File: config.mk
export PLATFORM = sky130hd
export DESIGN_NAME = spectral_coef_shrink
export DESIGN_NICKNAME = d
export VERILOG_FILES = /design/src/sv/scs_pkg.sv /design/src/sv/spectral_coef_shrink.sv
export SDC_FILE = /design/constraint.sdc
export NUM_CORES = 2
export LEC_CHECK = 0
export BUFFER_PORTS_ARGS = -buffer_cell sky130_fd_sc_hd__buf_2
export CAP_MARGIN = 20
export CORE_MARGIN = 3
export CORE_UTILIZATION = 50
export DETAILED_ROUTE_END_ITERATION = 10
export PLACE_DENSITY = 0.67
export SLEW_MARGIN = 0
export SYNTH_ARGS = -nofsm -noshare
export SYNTH_HDL_FRONTEND = slang
export SYNTH_SLANG_ARGS = --single-unit
File: constraint.sdc
create_clock -name clk -period 29.8 [get_ports clk]
set_clock_uncertainty 0.1 [all_clocks]
set_input_delay 4.47 -clock clk [delete_from_list [all_inputs] [get_ports clk]]
set_output_delay 4.47 -clock clk [all_outputs]
set_load 0.01 [all_outputs]
File: src/sv/scs_pkg.sv
// Package with shared constants and types for the spectral coefficient shrink block.
`default_nettype none
package scs_pkg;

  localparam int COEF_W  = 24;
  localparam int FRAC    = 16;
  localparam int NOISE_W = 48;
  localparam int MG_W    = 40;
  localparam int ACC_W   = 66;
  localparam int DMAG_W  = 31;
  localparam int M_W     = 33;
  localparam int PSD_W   = 63;
  localparam int CNT_W   = 6;

  localparam logic [0:0] REG_FILTER_MODE = 1'b0;
  localparam logic [0:0] REG_ZERO_MEAN   = 1'b1;

  typedef enum logic [1:0] {
    MODE_WIENER = 2'd0,
    MODE_SQRT   = 2'd1,
    MODE_HARD   = 2'd2,
    MODE_MULT   = 2'd3
  } mode_t;

  typedef enum logic [4:0] {
    S_IDLE,
    S_MG_DIV,
    S_MG_SET,
    S_ZM,
    S_MR_MUL,
    S_MR_RND,
    S_MR_SGN,
    S_D_SUB,
    S_PSD_INIT,
    S_PSD_MUL,
    S_PSD_ADD,
    S_GAIN,
    S_WCMP,
    S_WDIV,
    S_SQ_INIT,
    S_SQ,
    S_SC_INIT,
    S_SC_MUL,
    S_SC_RND,
    S_SC_SGN,
    S_OUT_ADD
  } state_t;

endpackage
`default_nettype wire

File: src/sv/spectral_coef_shrink.sv
// Spectral coefficient shrinkage with Wiener, square-root, hard-threshold and gain modes.
//
// One item on the input channel (in_valid/in_ready) carries a complex coefficient,
// its noise level, the matching reference coefficient and a block start flag.
// Each item gives one result item on the output channel (out_valid/out_ready).
// Most arithmetic runs on one shared 66-bit adder under a sequencer: the mean gain
// division takes 40 steps, each multiply one step per multiplier bit, the Wiener
// gain 17 steps and the square root 17 steps. in_ready is high only while the
// sequencer is idle. A finished result sits in the output register, so the next
// item is taken while it waits; a stalled receiver holds the sequencer at its
// last step. Configuration is written through cfg_we, cfg_index and cfg_wdata;
// the user must write it only while idle, as the block does not enforce this.
// Synchronous reset clears the sequencer, the output valid flag and the mean
// gain, and sets filter_mode to Wiener and zero_mean_enable to on.
`default_nettype none
module spectral_coef_shrink (
  input  wire logic                         clk,
  input  wire logic                         rst_n,
  input  wire logic                         cfg_we,
  input  wire logic [0:0]                   cfg_index,
  input  wire logic [1:0]                   cfg_wdata,
  input  wire logic                         in_valid,
  output logic                              in_ready,
  input  wire logic signed [scs_pkg::COEF_W-1:0] in_coef_real,
  input  wire logic signed [scs_pkg::COEF_W-1:0] in_coef_imag,
  input  wire logic [scs_pkg::NOISE_W-1:0]  in_noise_level,
  input  wire logic signed [scs_pkg::COEF_W-1:0] in_ref_real,
  input  wire logic signed [scs_pkg::COEF_W-1:0] in_ref_imag,
  input  wire logic                         in_block_first,
  output logic                              out_valid,
  input  wire logic                         out_ready,
  output logic signed [scs_pkg::COEF_W-1:0] out_real,
  output logic signed [scs_pkg::COEF_W-1:0] out_imag
);
  import scs_pkg::*;

  localparam logic signed [ACC_W-1:0] D_HI = 66'sd2147483647;
  localparam logic signed [ACC_W-1:0] D_LO = -66'sd2147483647;
  localparam logic signed [ACC_W-1:0] O_HI = 66'sd8388607;
  localparam logic signed [ACC_W-1:0] O_LO = -66'sd8388608;
  localparam logic [ACC_W-1:0] RND_HALF = ACC_W'(1) << (FRAC - 1);
  localparam logic [ACC_W-FRAC-1:0] M_LIM  = (ACC_W-FRAC)'(64'h7fff_ffff);
  localparam logic [ACC_W-FRAC-1:0] SC_LIM = (ACC_W-FRAC)'(64'h2_0000_0000);

  state_t state_r, state_nxt;
  mode_t  mode_r;
  logic   zme_r;
  logic   part_r, part_nxt;
  logic [CNT_W-1:0] cnt_r, cnt_nxt;
  logic signed [COEF_W-1:0] c_re_r, c_im_r, r_re_r, r_im_r;
  logic signed [COEF_W-1:0] c_re_nxt, c_im_nxt, r_re_nxt, r_im_nxt;
  logic [NOISE_W-1:0] sigma_r, sigma_nxt;
  logic signed [MG_W-1:0] mg_r, mg_nxt;
  logic [ACC_W-1:0] acc_r, acc_nxt, opa_r, opa_nxt;
  logic [63:0] shr_r, shr_nxt;
  logic signed [M_W-1:0] mr_r, mi_r, dr_r, di_r, mr_nxt, mi_nxt, dr_nxt, di_nxt;
  logic [PSD_W-1:0] psd_r, psd_nxt;
  logic [NOISE_W-1:0] gain_r, gain_nxt;
  logic sat_r, sat_nxt;
  logic signed [COEF_W-1:0] res_re_r, res_re_nxt;
  logic signed [COEF_W-1:0] out_re_r, out_im_r, out_re_nxt, out_im_nxt;
  logic out_valid_r, out_valid_nxt;

  logic [ACC_W-1:0] add_a, add_b, add_res;
  logic add_sub, add_neg;

  logic signed [COEF_W-1:0] cur_c, cur_r;
  logic signed [M_W-1:0] cur_m, cur_d, neg_d;
  logic [COEF_W-1:0] mag_cur_r, in_mag_cr, in_mag_rr;
  logic [MG_W-1:0] mag_mg;
  logic [DMAG_W-1:0] mag_cur_d;
  logic [ACC_W-FRAC-1:0] rnd_q;
  logic [DMAG_W-1:0] m_mag;
  logic [M_W:0] sc_mag;
  logic m_neg;
  logic [33:0] sq_t, sq_up;
  logic signed [ACC_W-1:0] sres;
  logic signed [COEF_W-1:0] o_sat;
  logic signed [M_W-1:0] d_sat;
  logic can_load;
  logic q_bit;

  assign cur_c     = part_r ? c_im_r : c_re_r;
  assign cur_r     = part_r ? r_im_r : r_re_r;
  assign cur_m     = part_r ? mi_r : mr_r;
  assign cur_d     = part_r ? di_r : dr_r;
  assign neg_d     = -cur_d;
  assign mag_cur_d = cur_d[M_W-1] ? neg_d[DMAG_W-1:0] : cur_d[DMAG_W-1:0];
  assign mag_cur_r = cur_r[COEF_W-1] ? COEF_W'(-cur_r) : COEF_W'(cur_r);
  assign in_mag_cr = in_coef_real[COEF_W-1] ? COEF_W'(-in_coef_real) : COEF_W'(in_coef_real);
  assign in_mag_rr = in_ref_real[COEF_W-1] ? COEF_W'(-in_ref_real) : COEF_W'(in_ref_real);
  assign mag_mg    = mg_r[MG_W-1] ? MG_W'(-mg_r) : MG_W'(mg_r);
  assign rnd_q     = acc_r[ACC_W-1:FRAC];
  assign m_mag     = (rnd_q > M_LIM) ? M_LIM[DMAG_W-1:0] : rnd_q[DMAG_W-1:0];
  assign sc_mag    = (sat_r || rnd_q > SC_LIM) ? SC_LIM[M_W:0] : rnd_q[M_W:0];
  assign m_neg     = mg_r[MG_W-1] ^ cur_r[COEF_W-1];
  assign sq_t      = opa_r[33:0] + shr_r[33:0];
  assign sq_up     = {1'b0, opa_r[33:1]} + shr_r[33:0];
  assign sres      = $signed(add_res);
  assign d_sat     = (sres > D_HI) ? M_W'(D_HI) : ((sres < D_LO) ? M_W'(D_LO) : M_W'(sres));
  assign o_sat     = (sres > O_HI) ? COEF_W'(O_HI) : ((sres < O_LO) ? COEF_W'(O_LO) : COEF_W'(sres));
  assign add_neg   = add_res[ACC_W-1];
  assign q_bit     = !add_neg;
  assign can_load  = !out_valid_r || out_ready;

  assign in_ready  = (state_r == S_IDLE);
  assign out_valid = out_valid_r;
  assign out_real  = out_re_r;
  assign out_imag  = out_im_r;

  always_comb begin
    add_a   = '0;
    add_b   = '0;
    add_sub = 1'b0;
    case (state_r)
      S_MG_DIV: begin
        add_a   = {acc_r[ACC_W-2:0], shr_r[MG_W-1]};
        add_b   = opa_r;
        add_sub = 1'b1;
      end
      S_MG_SET: begin
        add_b   = {{(ACC_W-MG_W){1'b0}}, shr_r[MG_W-1:0]};
        add_sub = 1'b1;
      end
      S_MR_MUL: begin
        add_a = {acc_r[ACC_W-2:0], 1'b0};
        add_b = shr_r[COEF_W-1] ? opa_r : '0;
      end
      S_MR_RND, S_SC_RND: begin
        add_a = acc_r;
        add_b = RND_HALF;
      end
      S_MR_SGN: begin
        add_a   = m_neg ? '0 : {{(ACC_W-DMAG_W){1'b0}}, m_mag};
        add_b   = m_neg ? {{(ACC_W-DMAG_W){1'b0}}, m_mag} : '0;
        add_sub = m_neg;
      end
      S_D_SUB: begin
        add_a   = {{(ACC_W-COEF_W){cur_c[COEF_W-1]}}, cur_c};
        add_b   = {{(ACC_W-M_W){cur_m[M_W-1]}}, cur_m};
        add_sub = 1'b1;
      end
      S_PSD_MUL, S_SC_MUL: begin
        add_a = {acc_r[ACC_W-2:0], 1'b0};
        add_b = shr_r[DMAG_W-1] ? opa_r : '0;
      end
      S_PSD_ADD: begin
        add_a = {{(ACC_W-PSD_W){1'b0}}, psd_r};
        add_b = acc_r;
      end
      S_GAIN: begin
        add_a   = {{(ACC_W-PSD_W){1'b0}}, psd_r};
        add_b   = {{(ACC_W-NOISE_W){1'b0}}, sigma_r};
        add_sub = 1'b1;
      end
      S_WCMP: begin
        add_a   = acc_r;
        add_b   = {{(ACC_W-PSD_W){1'b0}}, psd_r};
        add_sub = 1'b1;
      end
      S_WDIV: begin
        add_a   = {acc_r[ACC_W-2:0], 1'b0};
        add_b   = {{(ACC_W-PSD_W){1'b0}}, psd_r};
        add_sub = 1'b1;
      end
      S_SQ: begin
        add_a   = acc_r;
        add_b   = {{(ACC_W-34){1'b0}}, sq_t};
        add_sub = 1'b1;
      end
      S_SC_SGN: begin
        add_a   = cur_d[M_W-1] ? '0 : {{(ACC_W-M_W-1){1'b0}}, sc_mag};
        add_b   = cur_d[M_W-1] ? {{(ACC_W-M_W-1){1'b0}}, sc_mag} : '0;
        add_sub = cur_d[M_W-1];
      end
      S_OUT_ADD: begin
        add_a = acc_r;
        add_b = {{(ACC_W-M_W){cur_m[M_W-1]}}, cur_m};
      end
      default: begin
        add_a = '0;
      end
    endcase
    add_res = add_a + (add_sub ? ~add_b : add_b) + {{(ACC_W-1){1'b0}}, add_sub};
  end

  always_comb begin
    state_nxt = state_r;
    case (state_r)
      S_IDLE: begin
        if (in_valid) begin
          state_nxt = (in_block_first && in_ref_real != '0) ? S_MG_DIV : S_ZM;
        end
      end
      S_MG_DIV:   state_nxt = (cnt_r == CNT_W'(MG_W - 1)) ? S_MG_SET : S_MG_DIV;
      S_MG_SET:   state_nxt = S_ZM;
      S_ZM:       state_nxt = zme_r ? S_MR_MUL : S_PSD_INIT;
      S_MR_MUL:   state_nxt = (cnt_r == CNT_W'(COEF_W - 1)) ? S_MR_RND : S_MR_MUL;
      S_MR_RND:   state_nxt = S_MR_SGN;
      S_MR_SGN:   state_nxt = S_D_SUB;
      S_D_SUB:    state_nxt = part_r ? S_PSD_INIT : S_MR_MUL;
      S_PSD_INIT: state_nxt = S_PSD_MUL;
      S_PSD_MUL:  state_nxt = (cnt_r == CNT_W'(DMAG_W - 1)) ? S_PSD_ADD : S_PSD_MUL;
      S_PSD_ADD:  state_nxt = part_r ? S_GAIN : S_PSD_INIT;
      S_GAIN: begin
        if ((mode_r == MODE_WIENER || mode_r == MODE_SQRT) && !add_neg && add_res != '0) begin
          state_nxt = S_WCMP;
        end else begin
          state_nxt = S_SC_INIT;
        end
      end
      S_WCMP:     state_nxt = S_WDIV;
      S_WDIV: begin
        if (cnt_r == CNT_W'(FRAC - 1)) begin
          state_nxt = (mode_r == MODE_SQRT) ? S_SQ_INIT : S_SC_INIT;
        end
      end
      S_SQ_INIT:  state_nxt = S_SQ;
      S_SQ:       state_nxt = (cnt_r == CNT_W'(FRAC)) ? S_SC_INIT : S_SQ;
      S_SC_INIT:  state_nxt = S_SC_MUL;
      S_SC_MUL:   state_nxt = (cnt_r == CNT_W'(DMAG_W - 1)) ? S_SC_RND : S_SC_MUL;
      S_SC_RND:   state_nxt = S_SC_SGN;
      S_SC_SGN:   state_nxt = S_OUT_ADD;
      S_OUT_ADD: begin
        if (!part_r) begin
          state_nxt = S_SC_INIT;
        end else if (can_load) begin
          state_nxt = S_IDLE;
        end
      end
      default:    state_nxt = S_IDLE;
    endcase
  end

  always_comb begin
    part_nxt      = part_r;
    cnt_nxt       = cnt_r + CNT_W'(1);
    c_re_nxt      = c_re_r;
    c_im_nxt      = c_im_r;
    r_re_nxt      = r_re_r;
    r_im_nxt      = r_im_r;
    sigma_nxt     = sigma_r;
    mg_nxt        = mg_r;
    acc_nxt       = acc_r;
    opa_nxt       = opa_r;
    shr_nxt       = shr_r;
    mr_nxt        = mr_r;
    mi_nxt        = mi_r;
    dr_nxt        = dr_r;
    di_nxt        = di_r;
    psd_nxt       = psd_r;
    gain_nxt      = gain_r;
    sat_nxt       = sat_r;
    res_re_nxt    = res_re_r;
    out_re_nxt    = out_re_r;
    out_im_nxt    = out_im_r;
    out_valid_nxt = out_valid_r && !out_ready;
    case (state_r)
      S_IDLE: begin
        cnt_nxt   = '0;
        part_nxt  = 1'b0;
        c_re_nxt  = in_coef_real;
        c_im_nxt  = in_coef_imag;
        r_re_nxt  = in_ref_real;
        r_im_nxt  = in_ref_imag;
        sigma_nxt = in_noise_level;
        acc_nxt   = '0;
        opa_nxt   = {{(ACC_W-COEF_W){1'b0}}, in_mag_rr};
        shr_nxt   = {{(64-MG_W){1'b0}}, in_mag_cr, {FRAC{1'b0}}};
        if (in_valid && in_block_first && in_ref_real == '0) begin
          mg_nxt = '0;
        end
      end
      S_MG_DIV: begin
        acc_nxt = q_bit ? add_res : add_a;
        shr_nxt = {shr_r[62:0], q_bit};
      end
      S_MG_SET: begin
        if (c_re_r[COEF_W-1] ^ r_re_r[COEF_W-1]) begin
          mg_nxt = $signed(add_res[MG_W-1:0]);
        end else if (shr_r[MG_W-1]) begin
          mg_nxt = {1'b0, {(MG_W-1){1'b1}}};
        end else begin
          mg_nxt = $signed(shr_r[MG_W-1:0]);
        end
      end
      S_ZM: begin
        cnt_nxt = '0;
        acc_nxt = '0;
        opa_nxt = {{(ACC_W-MG_W){1'b0}}, mag_mg};
        shr_nxt = {{(64-COEF_W){1'b0}}, mag_cur_r};
        if (!zme_r) begin
          mr_nxt = '0;
          mi_nxt = '0;
          dr_nxt = M_W'(c_re_r);
          di_nxt = M_W'(c_im_r);
        end
      end
      S_MR_MUL: begin
        acc_nxt = add_res;
        shr_nxt = {shr_r[62:0], 1'b0};
      end
      S_MR_RND: begin
        acc_nxt = add_res;
      end
      S_MR_SGN: begin
        if (part_r) begin
          mi_nxt = $signed(add_res[M_W-1:0]);
        end else begin
          mr_nxt = $signed(add_res[M_W-1:0]);
        end
      end
      S_D_SUB: begin
        cnt_nxt = '0;
        acc_nxt = '0;
        shr_nxt = {{(64-COEF_W){1'b0}}, r_im_r[COEF_W-1] ? COEF_W'(-r_im_r) : COEF_W'(r_im_r)};
        if (part_r) begin
          di_nxt   = d_sat;
          part_nxt = 1'b0;
        end else begin
          dr_nxt   = d_sat;
          part_nxt = 1'b1;
        end
      end
      S_PSD_INIT: begin
        cnt_nxt = '0;
        acc_nxt = '0;
        opa_nxt = {{(ACC_W-DMAG_W){1'b0}}, mag_cur_d};
        shr_nxt = {{(64-DMAG_W){1'b0}}, mag_cur_d};
        if (!part_r) begin
          psd_nxt = '0;
        end
      end
      S_PSD_MUL: begin
        acc_nxt = add_res;
        shr_nxt = {shr_r[62:0], 1'b0};
      end
      S_PSD_ADD: begin
        psd_nxt  = add_res[PSD_W-1:0];
        part_nxt = !part_r;
      end
      S_GAIN: begin
        acc_nxt = add_res;
        case (mode_r)
          MODE_WIENER, MODE_SQRT: gain_nxt = '0;
          MODE_HARD: gain_nxt = add_neg ? '0 : NOISE_W'(1) << FRAC;
          default:   gain_nxt = sigma_r;
        endcase
      end
      S_WCMP: begin
        cnt_nxt = '0;
        if (q_bit) begin
          acc_nxt = add_res;
        end
        shr_nxt = {63'b0, q_bit};
      end
      S_WDIV: begin
        acc_nxt = q_bit ? add_res : add_a;
        shr_nxt = {shr_r[62:0], q_bit};
        if (cnt_r == CNT_W'(FRAC - 1)) begin
          gain_nxt = NOISE_W'({shr_r[FRAC-1:0], q_bit});
        end
      end
      S_SQ_INIT: begin
        cnt_nxt = '0;
        acc_nxt = {{(ACC_W-FRAC-FRAC-1){1'b0}}, gain_r[FRAC:0], {FRAC{1'b0}}};
        opa_nxt = '0;
        shr_nxt = 64'(1) << (2 * FRAC);
      end
      S_SQ: begin
        if (q_bit) begin
          acc_nxt = add_res;
          opa_nxt = {{(ACC_W-34){1'b0}}, sq_up};
        end else begin
          opa_nxt = {1'b0, opa_r[ACC_W-1:1]};
        end
        shr_nxt = {2'b0, shr_r[63:2]};
        if (cnt_r == CNT_W'(FRAC)) begin
          gain_nxt = q_bit ? NOISE_W'(sq_up) : NOISE_W'(opa_r[ACC_W-1:1]);
        end
      end
      S_SC_INIT: begin
        cnt_nxt = '0;
        acc_nxt = '0;
        sat_nxt = 1'b0;
        opa_nxt = {{(ACC_W-NOISE_W){1'b0}}, gain_r};
        shr_nxt = {{(64-DMAG_W){1'b0}}, mag_cur_d};
      end
      S_SC_MUL: begin
        shr_nxt = {shr_r[62:0], 1'b0};
        if (!sat_r) begin
          acc_nxt = add_res;
          sat_nxt = (add_res[ACC_W-1:50] != '0);
        end
      end
      S_SC_RND, S_SC_SGN: begin
        acc_nxt = add_res;
      end
      S_OUT_ADD: begin
        if (!part_r) begin
          res_re_nxt = o_sat;
          part_nxt   = 1'b1;
        end else if (can_load) begin
          out_re_nxt    = res_re_r;
          out_im_nxt    = o_sat;
          out_valid_nxt = 1'b1;
          part_nxt      = 1'b0;
        end
      end
      default: begin
        cnt_nxt = '0;
      end
    endcase
  end

  always_ff @(posedge clk) begin
    if (!rst_n) begin
      state_r     <= S_IDLE;
      mode_r      <= MODE_WIENER;
      zme_r       <= 1'b1;
      mg_r        <= '0;
      out_valid_r <= 1'b0;
      part_r      <= 1'b0;
      cnt_r       <= '0;
      sat_r       <= 1'b0;
    end else begin
      state_r     <= state_nxt;
      mg_r        <= mg_nxt;
      out_valid_r <= out_valid_nxt;
      part_r      <= part_nxt;
      cnt_r       <= cnt_nxt;
      sat_r       <= sat_nxt;
      if (cfg_we && cfg_index == REG_FILTER_MODE) begin
        mode_r <= mode_t'(cfg_wdata);
      end
      if (cfg_we && cfg_index == REG_ZERO_MEAN) begin
        zme_r <= cfg_wdata[0];
      end
    end
  end

  always_ff @(posedge clk) begin
    c_re_r   <= c_re_nxt;
    c_im_r   <= c_im_nxt;
    r_re_r   <= r_re_nxt;
    r_im_r   <= r_im_nxt;
    sigma_r  <= sigma_nxt;
    acc_r    <= acc_nxt;
    opa_r    <= opa_nxt;
    shr_r    <= shr_nxt;
    mr_r     <= mr_nxt;
    mi_r     <= mi_nxt;
    dr_r     <= dr_nxt;
    di_r     <= di_nxt;
    psd_r    <= psd_nxt;
    gain_r   <= gain_nxt;
    res_re_r <= res_re_nxt;
    out_re_r <= out_re_nxt;
    out_im_r <= out_im_nxt;
  end

`ifndef SYNTH
  a_reset_idle: assert property (@(posedge clk)
    !rst_n |=> state_r == S_IDLE && !out_valid_r)
    else $error("sequencer not idle after reset");

  a_accept_busy: assert property (@(posedge clk) disable iff (!rst_n)
    in_valid && in_ready |=> state_r != S_IDLE)
    else $error("accepted item did not start the sequencer");

  a_load_from_last: assert property (@(posedge clk) disable iff (!rst_n)
    $rose(out_valid_r) |-> $past(state_r) == S_OUT_ADD && $past(part_r))
    else $error("result item loaded outside the final step");

  a_gain_bound: assert property (@(posedge clk) disable iff (!rst_n)
    state_r == S_SC_MUL && mode_r != MODE_MULT |-> gain_r <= (NOISE_W'(1) << FRAC))
    else $error("shrink gain above unity");
`endif

endmodule
`default_nettype wire

==> flow_metrics.tcl <==
set metrics [dict create \
    rows 109 \
    pwr_density_cell_mw_per_mm2 88.0 \
    slowest_delay_ns 0.90 \
    ys.flop_type "edfxtp_1" \
    crit_fanout 54 \
    cts-root-buf "clkbuf_16" \
    holdBufCountCts 0 \
    yosysUniqueCellTypes 95 \
    grt_overflow 0 \
    fmax_mhz 88.9 \
    placedCellCount 5886 \
    tns_ns 0 \
    post_drt_wl_per_cell_um 33.7 \
    drt_iter0_markers 7181 \
    clkSlewWorstSetupHoldPaths_ns 0.06 \
    initial_core_util_pct 50.8 \
    syn_inst 4707 \
    p_clk_share_pct 23.3 \
    firstDrtPassIters 10 \
    end_kind "register" \
    layout-drive-gt1-share_pct 11.6 \
    htree_levels 3 \
    finalPower_mw 4.46 \
    clk_path_buf_depth 3 \
    die_width_um 307 \
    ioPinCount 203 \
    postSynthRegisterBits 692 \
    fin_crit_ns 11.24 \
    yosys_warnings 0 \
    final_common_cell "edfxtp_1" \
    numPortBuffers 202 \
    clock_latency_ns 0.70 \
    track_usage_pct 42.0 \
    synth_nets 5003 \
    gp_congestion 1.09 \
    via_count 42700 \
    synthArstFlopShare_pct 0 \
    crit_buf_inv 1 \
    cts.sinks 692 \
    seq_power_share_pct 33.4 \
    report.final.slew_viol_count 0 \
    fin_util_pct 56.9 \
    nets 5100 \
    ir_drop_mv 0.0612 \
    wirelength_mm 204 \
    period_share_pct 37.7 \
    status "finished clean" \
    postCtsSetupRepairBufs 0 \
    core_region_area_mm2 0.0891 \
    rsz0062_at_grt "false" \
    crit_slowest_cell "nor2_1" \
    synthSimpleGateAreaFrac_pct 14.5 \
    grt_pass1_vias 38900 \
    grt_first_pass_wirelength_mm 286 \
    cpMostUsedCell "a21oi_1" \
    maxCapViolCount 0 \
    cts.repair.resized 0 \
    startpoint_type "register" \
    power_frac_comb_pct 43.4 \
    cell_internal_pwr_mw 2.43 \
    swShare_pct 45.6 \
    netSwitchingPower_mw 2.03 \
    grt_max_degree 129 \
    ant_nets 0 \
    final_cell_mix "edfxtp_1 (635), nand2_1 (446), a21oi_1 (427)" \
    hpwlAfterDp_mm 148 \
    synth_top_family_by_area "compound AO/OA/AOI/OAI gates" \
    dieArea_mm2 0.0941 \
    antenna_found_initial 9 \
    synth-edff-count 635 \
    synth_mux_area_share_pct 2.95 \
    ys_seq_area_share_pct 44.7 \
    cp.arrival_ns 11.52 \
    synth_compound_area_share_pct 24.0 \
    critPathKind "reg -> reg" \
    hold_viol 0 \
    area_growth_pct 12.0 \
    syn_avg_cell_area_um2 9.61 \
    max_slew.worst_pin.slew_ns 1.32 \
    synth_fa_ha_area_share_pct 4.01 \
    synth_xor_area_share_pct 6.47 \
    cpLargestDelayFamily "compound AO/OA/AOI/OAI gates" \
    post_drt_via_cell_ratio 7.08 \
    instances_no_fill 6041 \
    cts_made_buffers 80 \
    setup_violations 0 \
    synth_area_mm2 0.0452 \
    power.leakage_nw 18.4 \
    drc_errors 0 \
    crit_required_ns 30.08 \
    relSlewSlack_pct 11.2 \
    die_h_um 307 \
    hp-class "reg -> reg" \
    cts_tree "built" \
]
-- metrics by stage --
step | setup slack [ns] | hold WS, ns | area (um2)
floorplan | 17.35 | 0.300 | 45200
global placement | 19.28 | 0.301 | 47900
detailed placement | 19.14 | 0.305 | 47900
CTS | 19.05 | 0.304 | 50600
global route | 18.15 | 0.323 | 50600
finish | 18.56 | 0.312 | 50600
-- layout make-up --
cell class | count | area (um2)
Fill cell | 7799 | 38400
Multi-Input combinational cell | 3613 | 23900
Sequential cell | 692 | 20200
Clock buffer | 103 | 2150
Timing Repair Buffer | 336 | 2030
Tap cell | 1165 | 1460
Clock inverter | 43 | 599
Inverter | 81 | 310
Antenna cell | 8 | 20.0
-- worst reg2reg max path, delay by kind of cell (launching register included) --
kind	cells	cell delay [ns]
xor gates and xnor gates	2	0.62
and+or+nand+nor	9	3.12
buffers and inverters	1	0.51
AOI/OAI and AO/OA	17	4.95
DFF	1	0.76
adders and majority gates	2	0.87
-- registers in the layout, indices dropped and copies added (netlist names), 32 cells and up --
register and flops:
psd_r 63, mr_r 33, gain_r 48, mi_r 33
opa_r 48, sigma_r 48, mg_r 40, dr_r 32
di_r 32, acc_r 66, shr_r 64
-- layer usage --
layer	GRT usage, %	vias up	wire, um	part of all wire [%]
met1	57.2	20500	77600	38
met4	21.4	12	12800	6.3
met2	58.3	3386	81400	40
met5	0	-	174	0.085
li1	-	18200	-	-
met3	15.8	561	31600	16
-- power groups by stage --
stage	Combinational [mW]	Sequential, mW	Clock [mW]
floorplan	1.12	1.36	0
CTS	1.83	1.46	1.04
detailed placement	1.82	1.48	0
finish	1.93	1.49	1.04
global placement	1.82	1.48	0
global route	2.01	1.48	1.08
-- path summary, 6_finish.rpt --
| check | slack [ns] | depth (start not counted) | endpoint | startpoint |
|---|---|---|---|---|
| worst min register to register | 0.31 | 0 | out_real[16] | res_re_r[16] |
| worst max-delay path | 18.56 | 31 | dr_r[18] | shr_r[8] |
| worst max register to register | 18.56 | 31 | dr_r[18] | shr_r[8] |
| worst min-delay path | 0.31 | 0 | out_real[16] | res_re_r[16] |
-- synth_stat cells (28+ instances only) --
cell type  instances  area (um2)
o21a_1            30         225
o211ai_1          41         308
clkbuf_1         245         920
a22o_1            74         648
nor2b_1           63         394
nor4_1            40         250
dfxtp_1           57        1140
a21o_1            81         608
a21oi_1          430        2150
inv_1             80         300
o21ai_0          313        1570
a31oi_1           34         213
nand4_1           48         300
a222oi_1          52         521
ha_1             140        1750
mux2i_1          114        1140
or3_1             37         231
a211oi_1          28         210
a22oi_1           52         390
o31ai_1           80         601
xnor2_1          218        1910
a221o_1           35         350
buf_1             53         199
nand2b_1          60         375
nor2_1           398        1490
nor3_1            90         450
nand2_1          448        1680
nand3_1           68         340
a221oi_1         130        1140
xor2_1           116        1020
edfxtp_1         635       19100
-- kinds of logic after synthesis --
| family | count (synthesis) |
|---|---|
| DFF | 692 |
| buffers and inverters | 402 |
| AOI/OAI and AO/OA | 1609 |
| muxes | 131 |
| xor gates and xnor gates | 334 |
| and+or+nand+nor | 1396 |
| adders and majority gates | 143 |
Power figures use the tool's default switching activity.
